$ cat src/rtl/ccd_wlm_pkg.sv
// Shared types and constants of the CCD window/level mapper.
// Used by ccd_wlm_regs, ccd_wlm_div and ccd_window_level_mapper_top.
package ccd_wlm_pkg;

  localparam int WIN_W      = 10;  // window position / size registers
  localparam int CFG_IDX_W  = 3;
  localparam int CFG_DATA_W = 16;
  localparam int PIX_W      = 16;
  localparam int ADDR_W     = 18;
  localparam int VAL_W      = 8;
  localparam int BYTE_W     = 8;
  localparam int STEP_W     = $clog2(VAL_W);

  localparam logic [VAL_W-1:0] VAL_MAX  = 8'hFF;
  localparam logic [VAL_W-1:0] VAL_ZERO = 8'h00;

  typedef enum logic [CFG_IDX_W-1:0] {
    REG_COL_START  = 3'd0,
    REG_COL_END    = 3'd1,
    REG_ROW_START  = 3'd2,
    REG_ROW_END    = 3'd3,
    REG_AUTO_SCALE = 3'd4,
    REG_LOW_LEVEL  = 3'd5,
    REG_HIGH_LEVEL = 3'd6
  } reg_idx_e;

  // Decoded configuration handed to the datapath
  typedef struct packed {
    logic [WIN_W-1:0]      col_start;  // clamped, one-based
    logic [WIN_W-1:0]      row_start;
    logic [WIN_W-1:0]      width;
    logic [WIN_W-1:0]      height;
    logic                  auto_scale;
    logic                  restart;    // window write: restart the frame
    logic                  low_we;
    logic                  high_we;
    logic [CFG_DATA_W-1:0] level;
  } cfg_t;

  // One result item
  typedef struct packed {
    logic [ADDR_W-1:0] display_address;
    logic [VAL_W-1:0]  display_value;
    logic              upload_valid;
    logic [BYTE_W-1:0] upload_high_byte;
    logic [BYTE_W-1:0] upload_low_byte;
    logic              frame_done;
    logic [PIX_W-1:0]  frame_minimum;
    logic [PIX_W-1:0]  frame_maximum;
  } res_t;

endpackage

$ cat src/rtl/ccd_wlm_regs.sv
// Configuration registers of the window/level mapper, with window clamping.
// Depends on ccd_wlm_pkg.
module ccd_wlm_regs import ccd_wlm_pkg::*; #(
  parameter int IMAGE_SIZE = 512
) (
  input  logic                  clk_i,
  input  logic                  rst_ni,
  input  logic                  cfg_we_i,
  input  logic [CFG_IDX_W-1:0]  cfg_index_i,
  input  logic [CFG_DATA_W-1:0] cfg_data_i,
  output cfg_t                  cfg_o
);

  logic [WIN_W-1:0] col_start_q, col_end_q, row_start_q, row_end_q;
  logic             auto_q;
  logic [WIN_W-1:0] cs, ce, rs, re;

  function automatic logic [WIN_W-1:0] clamp_pos(input logic [WIN_W-1:0] v);
    logic [WIN_W-1:0] r;
    if (v == '0) begin
      r = WIN_W'(1);
    end else if (32'(v) > 32'(IMAGE_SIZE)) begin
      r = WIN_W'(IMAGE_SIZE);  // only reached when IMAGE_SIZE fits
    end else begin
      r = v;
    end
    return r;
  endfunction

  always_ff @(posedge clk_i or negedge rst_ni) begin
    if (!rst_ni) begin
      col_start_q <= WIN_W'(1);
      col_end_q   <= WIN_W'(512);
      row_start_q <= WIN_W'(1);
      row_end_q   <= WIN_W'(512);
      auto_q      <= 1'b0;
    end else if (cfg_we_i) begin
      unique case (cfg_index_i)
        REG_COL_START:  col_start_q <= cfg_data_i[WIN_W-1:0];
        REG_COL_END:    col_end_q   <= cfg_data_i[WIN_W-1:0];
        REG_ROW_START:  row_start_q <= cfg_data_i[WIN_W-1:0];
        REG_ROW_END:    row_end_q   <= cfg_data_i[WIN_W-1:0];
        REG_AUTO_SCALE: auto_q      <= cfg_data_i[0];
        default: ;
      endcase
    end
  end

  always_comb begin
    cs = clamp_pos(col_start_q);
    ce = clamp_pos(col_end_q);
    rs = clamp_pos(row_start_q);
    re = clamp_pos(row_end_q);
    if (ce < cs) ce = cs;
    if (re < rs) re = rs;

    cfg_o.col_start  = cs;
    cfg_o.row_start  = rs;
    cfg_o.width      = ce - cs + WIN_W'(1);
    cfg_o.height     = re - rs + WIN_W'(1);
    cfg_o.auto_scale = auto_q;
    cfg_o.restart    = cfg_we_i && (cfg_index_i == REG_COL_START ||
                                    cfg_index_i == REG_COL_END   ||
                                    cfg_index_i == REG_ROW_START ||
                                    cfg_index_i == REG_ROW_END);
    cfg_o.low_we     = cfg_we_i && (cfg_index_i == REG_LOW_LEVEL);
    cfg_o.high_we    = cfg_we_i && (cfg_index_i == REG_HIGH_LEVEL);
    cfg_o.level      = cfg_data_i;
  end

endmodule

$ cat src/rtl/ccd_wlm_div.sv
// Radix-2 restoring divider: one quotient bit per cycle, VAL_W quotient bits in all.
// Needs num < den so the quotient fits VAL_W bits. Depends on ccd_wlm_pkg.
module ccd_wlm_div import ccd_wlm_pkg::*; (
  input  logic             clk_i,
  input  logic             rst_ni,
  input  logic             start_i,
  input  logic [PIX_W-1:0] num_i,
  input  logic [PIX_W-1:0] den_i,
  output logic             busy_o,
  output logic             done_o,
  output logic [VAL_W-1:0] quot_o
);

  logic              busy_q;
  logic [STEP_W-1:0] step_q;
  logic [PIX_W-1:0]  rem_q, den_q;
  logic [VAL_W-1:0]  quot_q;
  logic [PIX_W:0]    trial, diff;
  logic              ge;

  always_comb begin
    trial = {rem_q, 1'b0};
    diff  = trial - {1'b0, den_q};
    ge    = trial >= {1'b0, den_q};
  end

  always_ff @(posedge clk_i or negedge rst_ni) begin
    if (!rst_ni) begin
      busy_q <= 1'b0;
      step_q <= '0;
    end else if (start_i) begin
      busy_q <= 1'b1;
      step_q <= '0;
    end else if (busy_q) begin
      step_q <= step_q + STEP_W'(1);
      if (step_q == STEP_W'(VAL_W - 1)) busy_q <= 1'b0;
    end
  end

  always_ff @(posedge clk_i) begin
    if (start_i) begin
      rem_q  <= num_i;
      den_q  <= den_i;
      quot_q <= '0;
    end else if (busy_q) begin
      rem_q  <= ge ? diff[PIX_W-1:0] : trial[PIX_W-1:0];
      quot_q <= {quot_q[VAL_W-2:0], ge};
    end
  end

  assign busy_o = busy_q;
  assign done_o = busy_q && (step_q == STEP_W'(VAL_W - 1));
  assign quot_o = {quot_q[VAL_W-2:0], ge};

endmodule

$ cat src/rtl/ccd_window_level_mapper_top.sv
// Top level of the CCD window/level mapper: sequencer, counters, levels, output register.
// Depends on ccd_wlm_pkg, ccd_wlm_regs and ccd_wlm_div.
//
// Usage:
//   Pixels of the readout window enter on in_valid_i/in_ready_o in row order,
//   with an upload request bit. Each item gives one result on out_valid_o/
//   out_ready_i: transposed display address, 8-bit window/level value, the raw
//   bytes when upload is requested, and frame minimum/maximum on the last pixel.
//   Timing: in_ready_o is high only while the sequencer is idle. A pixel that
//   falls strictly between the low and high levels runs through the serial
//   divider, one quotient bit per cycle over its 8 steps, in the divide state.
//   Other pixels go straight to the write-back state. Every result is held in
//   the work register and moves into the output register in the write-back
//   state, after which the sequencer is idle again.
//   A finished result sits in the output register while the next item is
//   worked on; if the receiver still stalls, the sequencer holds the new result
//   and keeps in_ready_o low until the output register frees up.
//   Reset clears the frame position, the running minimum and maximum, and loads
//   the default window and levels. Configuration is a plain write port
//   (cfg_we_i, cfg_index_i, cfg_data_i), written while no item is in flight.
module ccd_window_level_mapper_top import ccd_wlm_pkg::*; #(
  parameter int IMAGE_SIZE = 512,
  parameter int PIXEL_BITS = 16
) (
  input  logic                  clk_i,
  input  logic                  rst_ni,
  input  logic                  cfg_we_i,
  input  logic [CFG_IDX_W-1:0]  cfg_index_i,
  input  logic [CFG_DATA_W-1:0] cfg_data_i,
  input  logic                  in_valid_i,
  output logic                  in_ready_o,
  input  logic [PIX_W-1:0]      pixel_value_i,
  input  logic                  upload_request_i,
  output logic                  out_valid_o,
  input  logic                  out_ready_i,
  output logic [ADDR_W-1:0]     display_address_o,
  output logic [VAL_W-1:0]      display_value_o,
  output logic                  upload_valid_o,
  output logic [BYTE_W-1:0]     upload_high_byte_o,
  output logic [BYTE_W-1:0]     upload_low_byte_o,
  output logic                  frame_done_o,
  output logic [PIX_W-1:0]      frame_minimum_o,
  output logic [PIX_W-1:0]      frame_maximum_o
);

  localparam int CNT_W = ($clog2(IMAGE_SIZE) > WIN_W) ? WIN_W : $clog2(IMAGE_SIZE);
  localparam logic [PIX_W-1:0] PIXEL_MAX = PIX_W'((33'd1 << PIXEL_BITS) - 33'd1);

  typedef enum logic [2:0] {
    S_IDLE = 3'b001,
    S_DIV  = 3'b010,
    S_WB   = 3'b100
  } state_e;

  cfg_t   cfg;
  state_e state_q, state_d;

  logic [CNT_W-1:0] col_q, col_d, row_q, row_d;
  logic [PIX_W-1:0] low_q, low_d, high_q, high_d;
  logic [PIX_W-1:0] min_q, min_d, max_q, max_d;
  res_t             work_q, work_d, out_q;
  logic             out_valid_q, out_valid_d, out_load;

  logic             accept;
  logic [PIX_W-1:0] pix, new_min, new_max, span, diff;
  logic [WIN_W-1:0] col_eff, row_eff, col_pos, row_pos;
  logic             last_col, last_row, done;
  logic [31:0]      addr_full;
  logic             need_div;
  logic [VAL_W-1:0] quick_val;

  logic             div_start, div_busy, div_done;
  logic [VAL_W-1:0] div_quot;

  ccd_wlm_regs #(
    .IMAGE_SIZE(IMAGE_SIZE)
  ) u_regs (
    .clk_i      (clk_i),
    .rst_ni     (rst_ni),
    .cfg_we_i   (cfg_we_i),
    .cfg_index_i(cfg_index_i),
    .cfg_data_i (cfg_data_i),
    .cfg_o      (cfg)
  );

  ccd_wlm_div u_div (
    .clk_i  (clk_i),
    .rst_ni (rst_ni),
    .start_i(div_start),
    .num_i  (diff),
    .den_i  (span),
    .busy_o (div_busy),
    .done_o (div_done),
    .quot_o (div_quot)
  );

  assign in_ready_o = (state_q == S_IDLE);
  assign accept     = in_valid_i && in_ready_o;

  // Per-pixel datapath, evaluated in the accept cycle
  always_comb begin
    pix     = pixel_value_i & PIXEL_MAX;
    col_eff = (WIN_W'(col_q) >= cfg.width)  ? '0 : WIN_W'(col_q);
    row_eff = (WIN_W'(row_q) >= cfg.height) ? '0 : WIN_W'(row_q);
    last_col = (col_eff + WIN_W'(1)) == cfg.width;
    last_row = (row_eff + WIN_W'(1)) == cfg.height;
    done     = last_col && last_row;

    col_pos   = col_eff + cfg.col_start - WIN_W'(1);
    row_pos   = row_eff + cfg.row_start - WIN_W'(1);
    addr_full = 32'(col_pos) * 32'(IMAGE_SIZE) + 32'(row_pos);

    new_min = (pix < min_q) ? pix : min_q;
    new_max = (pix > max_q) ? pix : max_q;

    span = high_q - low_q;
    diff = pix - low_q;

    // Level repair, below black and saturation settle without the divider
    need_div  = 1'b0;
    quick_val = VAL_ZERO;
    priority if (high_q <= low_q) begin
      quick_val = (pix > low_q) ? VAL_MAX : VAL_ZERO;
    end else if (pix <= low_q) begin
      quick_val = VAL_ZERO;
    end else if (pix >= high_q) begin
      quick_val = VAL_MAX;
    end else begin
      need_div = 1'b1;
    end
  end

  assign div_start = accept && need_div;
  assign out_load  = (state_q == S_WB) && (!out_valid_q || out_ready_i);

  always_comb begin
    state_d     = state_q;
    col_d       = col_q;
    row_d       = row_q;
    low_d       = low_q;
    high_d      = high_q;
    min_d       = min_q;
    max_d       = max_q;
    work_d      = work_q;
    out_valid_d = out_valid_q;

    if (out_valid_q && out_ready_i) out_valid_d = 1'b0;

    unique case (state_q)
      S_IDLE: begin
        if (accept) begin
          work_d.display_address  = addr_full[ADDR_W-1:0];
          work_d.display_value    = quick_val;
          work_d.upload_valid     = upload_request_i;
          work_d.upload_high_byte = upload_request_i ? pix[15:8] : '0;
          work_d.upload_low_byte  = upload_request_i ? pix[7:0] : '0;
          work_d.frame_done       = done;
          work_d.frame_minimum    = done ? new_min : '0;
          work_d.frame_maximum    = done ? new_max : '0;
          state_d = need_div ? S_DIV : S_WB;

          if (done) begin
            if (cfg.auto_scale) begin
              low_d  = new_min;
              high_d = new_max;
            end
            min_d = PIXEL_MAX;
            max_d = '0;
            col_d = '0;
            row_d = '0;
          end else begin
            min_d = new_min;
            max_d = new_max;
            if (last_col) begin
              col_d = '0;
              row_d = CNT_W'(row_eff + WIN_W'(1));
            end else begin
              col_d = CNT_W'(col_eff + WIN_W'(1));
              row_d = CNT_W'(row_eff);
            end
          end
        end else begin
          if (cfg.restart) begin
            min_d = PIXEL_MAX;
            max_d = '0;
            col_d = '0;
            row_d = '0;
          end
          if (cfg.low_we)  low_d  = cfg.level & PIXEL_MAX;
          if (cfg.high_we) high_d = cfg.level & PIXEL_MAX;
        end
      end
      S_DIV: begin
        if (div_done) begin
          work_d.display_value = div_quot;
          state_d = S_WB;
        end
      end
      S_WB: begin
        if (out_load) begin
          out_valid_d = 1'b1;
          state_d     = S_IDLE;
        end
      end
      default: state_d = S_IDLE;
    endcase
  end

  always_ff @(posedge clk_i or negedge rst_ni) begin
    if (!rst_ni) begin
      state_q     <= S_IDLE;
      col_q       <= '0;
      row_q       <= '0;
      low_q       <= '0;
      high_q      <= PIXEL_MAX;
      min_q       <= PIXEL_MAX;
      max_q       <= '0;
      out_valid_q <= 1'b0;
    end else begin
      state_q     <= state_d;
      col_q       <= col_d;
      row_q       <= row_d;
      low_q       <= low_d;
      high_q      <= high_d;
      min_q       <= min_d;
      max_q       <= max_d;
      out_valid_q <= out_valid_d;
    end
  end

  always_ff @(posedge clk_i) begin
    work_q <= work_d;
    if (out_load) out_q <= work_q;
  end

  assign out_valid_o        = out_valid_q;
  assign display_address_o  = out_q.display_address;
  assign display_value_o    = out_q.display_value;
  assign upload_valid_o     = out_q.upload_valid;
  assign upload_high_byte_o = out_q.upload_high_byte;
  assign upload_low_byte_o  = out_q.upload_low_byte;
  assign frame_done_o       = out_q.frame_done;
  assign frame_minimum_o    = out_q.frame_minimum;
  assign frame_maximum_o    = out_q.frame_maximum;

`ifndef NO_ASSERTIONS
  a_ready_div_idle: assert property (@(posedge clk_i) disable iff (!rst_ni)
    in_ready_o |-> !div_busy)
    else $error("item accepted while the divider is busy");

  a_div_done_state: assert property (@(posedge clk_i) disable iff (!rst_ni)
    div_done |-> (state_q == S_DIV))
    else $error("divider finished outside the divide state");

  a_col_in_window: assert property (@(posedge clk_i) disable iff (!rst_ni)
    WIN_W'(col_q) < cfg.width)
    else $error("column counter outside the window");

  a_frame_min_max: assert property (@(posedge clk_i) disable iff (!rst_ni)
    (out_valid_o && frame_done_o) |-> (frame_minimum_o <= frame_maximum_o))
    else $error("frame minimum above frame maximum");
`endif

endmodule
$ cat config.mk
export PLATFORM = sky130hd
export DESIGN_NAME = ccd_window_level_mapper_top
export DESIGN_NICKNAME = d
export VERILOG_FILES = /design/src/rtl/ccd_wlm_pkg.sv /design/src/rtl/ccd_wlm_regs.sv /design/src/rtl/ccd_wlm_div.sv /design/src/rtl/ccd_window_level_mapper_top.sv
export SDC_FILE = /design/constraint.sdc
export NUM_CORES = 1
export LEC_CHECK = 0
export BUFFER_PORTS_ARGS = -buffer_cell sky130_fd_sc_hd__buf_2
export CAP_MARGIN = 20
export CORE_MARGIN = 3
export CORE_UTILIZATION = 45
export CTS_CLUSTER_DIAMETER = 100
export DETAILED_ROUTE_END_ITERATION = 6
export HOLD_SLACK_MARGIN = 0.06
export PLACE_DENSITY = 0.62
export SETUP_SLACK_MARGIN = 0.1
export SYNTH_ARGS = -nofsm -noshare
export SYNTH_HDL_FRONTEND = slang
export SYNTH_SLANG_ARGS = --single-unit
$ cat constraint.sdc
create_clock -name clk_i -period 26.5 [get_ports clk_i]
set_input_delay 3.975 -clock clk_i [delete_from_list [all_inputs] [get_ports clk_i]]
set_output_delay 3.975 -clock clk_i [all_outputs]
set_load 0.05 [all_outputs]
==> metrics.yaml <==
floorplan:
  io_pins: 119
  dieArea_mm2: 0.0470
  die_x_um: 217
  row_count: 76
  start_util_pct: 46.0
  coreArea_mm2: 0.0435
  die_h_um: 217
detailed_routing:
  antenna_left: 0
  drt-vias-per-instance: 5.47
  wire_per_inst_um: 17.9
  highest_layer: "met5"
  drt_iter0_markers: 925
  num_vias: 14500
  detail_route.first_pass.iterations: 5
  wl_met3_um: 1890
  wl_met2_um: 23300
  drt_wl_total_um: 47300
  drc: 0
  wl_met1_um: 21000
synthesis:
  ys_ff_latch: 322
  synth.distinct_cells: 85
  ys_warn_count: 0
  synthFlopType: "edfxtp_1"
  synth_edf_count: 184
  syn_nets: 2171
  synthCells: 1924
  syn_avg_cell_area_um2: 10.4
  synthArstFlopShare_pct: 40.7
  synth_area_mm2: 0.0200
  seq_area_frac_synth_pct: 45.0
cells_and_area:
  utilization_pct: 51.6
  layout-drive-gt1-share_pct: 15.8
  stdcell_count: 2649
  n_fill_cell: 3979
  layout.nets: 2281
  synthToLayoutAreaGrowth_pct: 12.1
  stdcell_area_mm2: 0.0224
sta:
  tightest_slew_ns: 1.04
  slew_headroom_pct: 30.4
  slew_viol_final: 0
  period_needed_ns: 10.87
  hold_violations: 0
  holdWs_ns: 0.410
  max_freq_ghz: 0.0920
  fin_tns_setup_ns: 0
  clock-skew-final_ns: 0.0147
  rsz0062_at_grt: "false"
  setup_viol: 0
  fin_crit_sh_pct: 41.0
critical_path:
  worstSetupEndpointType: "register"
  startpoint_type: "register"
  slowest_delay_ns: 0.85
  cp_max_fo: 39
  cp.required_ns: 26.92
  cp.arrival_ns: 11.29
  crit_slowest_cell: "a21oi_1"
  worstSetupPathType: "register to register"
  cp_common_cell: "ha_1"
clock_tree:
  htree_levels: 2
  clk_root_buffer_cell: "clkbuf_16"
  clockBufferDepth: 3
  cts_tree: "yes"
  cts.sinks: 322
  clk_latency_ns: 0.55
  cts_resized: 0
  cts.clk_slew.worst_paths_ns: 0.06
  cts_made_buffers: 37
  post_cts_buffers: 0
  cts_hold_buf: 0
grt:
  grt_pass1_vias: 14300
  grt_max_degree: 76
  overflow: 0
  antenna_found_initial: 2
  grt_pass1_wl_um: 75400
  track_usage_pct: 19.9
pwr:
  powerDensity_mw_per_mm2: 131
  total_leakage_power_uw: 0.00964
  peakVddDrop_uv: 94.7
placed_design:
  place.gp.congestion: 0.925
  dp_cells: 2580
  hpwl_um: 36000
  post_dp_cell_area_mm2: 0.0212
  port_buffers: 118
status:
  outcome: "complete, no violations"
hold_path:
  hold_class: "register to register"
job:
  drv_cap: 0
[cells by family (layout without fill, tap and decap cells)]
logic type      after synthesis  after routing  synth area share, %
mux                         134            134                 7.34
compound gates              399            399                 13.1
xor+xnor                     95             95                 4.27
flops                       322            322                 45.0
fa+ha+maj                   207            207                 13.2
simple gates                532            532                 12.5
buf+inv                     235            374                 4.53
other cells                   0              1                    0
[where the power goes]
group | switching, uW | internal, uW
registers | 91.5 | 765
logic | 941 | 619
clock network | 210 | 300
total | 1240 | 1680
[through the flow]
| step | worst slack (ns) | power [uW] |
|---|---|---|
| after floorplan | 17.73 | 2040 |
| after global placement | 15.78 | 2390 |
| after detailed placement | 15.63 | 2420 |
| after CTS | 15.58 | 2950 |
| after global routing | 14.60 | 3170 |
| final | 15.63 | 2930 |
[layout by cell type (no fill, tap or decap), types with 11 or more instances in the layout]
cell,Yosys,layout
o21a_1,11,11
o21ai_0,109,108
xnor2_1,63,63
a21oi_1,101,101
buf_2,6,117
mux2i_1,63,63
xor2_1,30,30
and2_1,18,18
nor2b_1,34,34
edfxtp_1,184,184
ha_1,199,199
nand4_1,23,23
dfstp_2,37,37
o21bai_1,15,15
nor4_1,17,17
nand3_1,33,33
mux2_2,61,61
buf_4,0,12
clkbuf_16,0,39
o22a_1,16,16
nand2b_1,16,16
nor2_1,140,140
dfrtp_1,94,94
inv_1,174,174
nor3_1,25,24
a21o_1,29,29
nand2_1,180,180
[registers in the layout, summed over array words and instances (netlist names), 7 cells and up]
register and flops:
u_regs.row_start_q 10, upload_low_byte_o 8, col_q 9, u_div.rem_q 16, u_div.den_q 16, min_q 16
u_regs.row_end_q 10, upload_high_byte_o 8, display_value_o 8, display_address_o 18, frame_maximum_o 16, frame_minimum_o 16
max_q 16, work_q 76, row_q 9, u_regs.col_start_q 10, low_q 16, u_regs.col_end_q 10
u_div.quot_q 7, high_q 16
[synth_stat cells (7+ instances only)]
cell	n	area share [%]
o21bai_1	15	0.56
nand3_1	33	0.83
nand4_1	23	0.72
edfxtp_1	184	28
fa_1	7	0.70
o21ai_0	109	2.7
o211ai_1	8	0.30
dfxtp_1	7	0.70
o2111ai_1	10	0.44
xnor2_1	63	2.8
dfrtp_1	94	12
clkbuf_1	46	0.86
dfstp_2	37	4.9
ha_1	199	12
mux2i_1	63	3.2
o22a_1	16	0.70
or2_2	8	0.25
a21boi_0	10	0.38
nor2b_1	34	1.1
nand2_1	180	3.4
xor2_1	30	1.3
and3_1	10	0.31
mux2_4	10	0.75
a21oi_1	101	2.5
mux2_2	61	3.4
nor2_1	140	2.6
o21a_1	11	0.41
o31ai_1	9	0.34
nor3_1	25	0.63
a31oi_1	10	0.31
a21o_1	29	1.1
a211oi_1	10	0.38
nand2b_1	16	0.50
inv_1	174	3.3
nor4_1	17	0.53
and2_1	18	0.56
[critical path: cells and delay by family, from the launching register on]
kind | cells | cell delay, ns
muxes | 3 | 0.77
AOI/OAI and AO/OA | 14 | 4.31
and+or+nand+nor | 7 | 2.13
buffers and inverters | 4 | 0.67
DFF | 1 | 0.45
xor gates and xnor gates | 2 | 0.56
adders and majority gates | 6 | 1.80
[worst paths after layout]
path | start | end | slack (ns) | depth (start not counted)
setup / recovery | u_regs.col_start_q[9] | low_q[11] | 15.63 | 36
max in group asynchronous | rst_ni | u_regs.col_end_q[5] | 21.73 | 2
setup reg to reg | u_regs.col_start_q[9] | low_q[11] | 15.63 | 36
min in group asynchronous | rst_ni | u_div.step_q[0] | 3.41 | 1
hold / removal | work_q[18] | frame_minimum_o[2] | 0.41 | 0
hold reg to reg | work_q[18] | frame_minimum_o[2] | 0.41 | 0
[cell type report]
type / count / area [um2] / area share [%]
Multi-Input combinational cell: 1367 / 10100 / 45.1
Sequential cell: 322 / 8990 / 40.1
Clock buffer: 48 / 1040 / 4.64
Tap cell: 585 / 732 / 3.27
Timing Repair Buffer: 130 / 687 / 3.07
Inverter: 176 / 662 / 2.95
Clock inverter: 20 / 189 / 0.843
Antenna cell: 1 / 2.50 / 0.0112
[per-layer routing]
metal	vias to the layer above	global-route usage (%)
met1	7026	25.9
met2	285	35.0
met4	2	5.58
met5	-	0
met3	69	2.67
li1	7118	-
No activity file was read; power rests on OpenSTA's default activity.
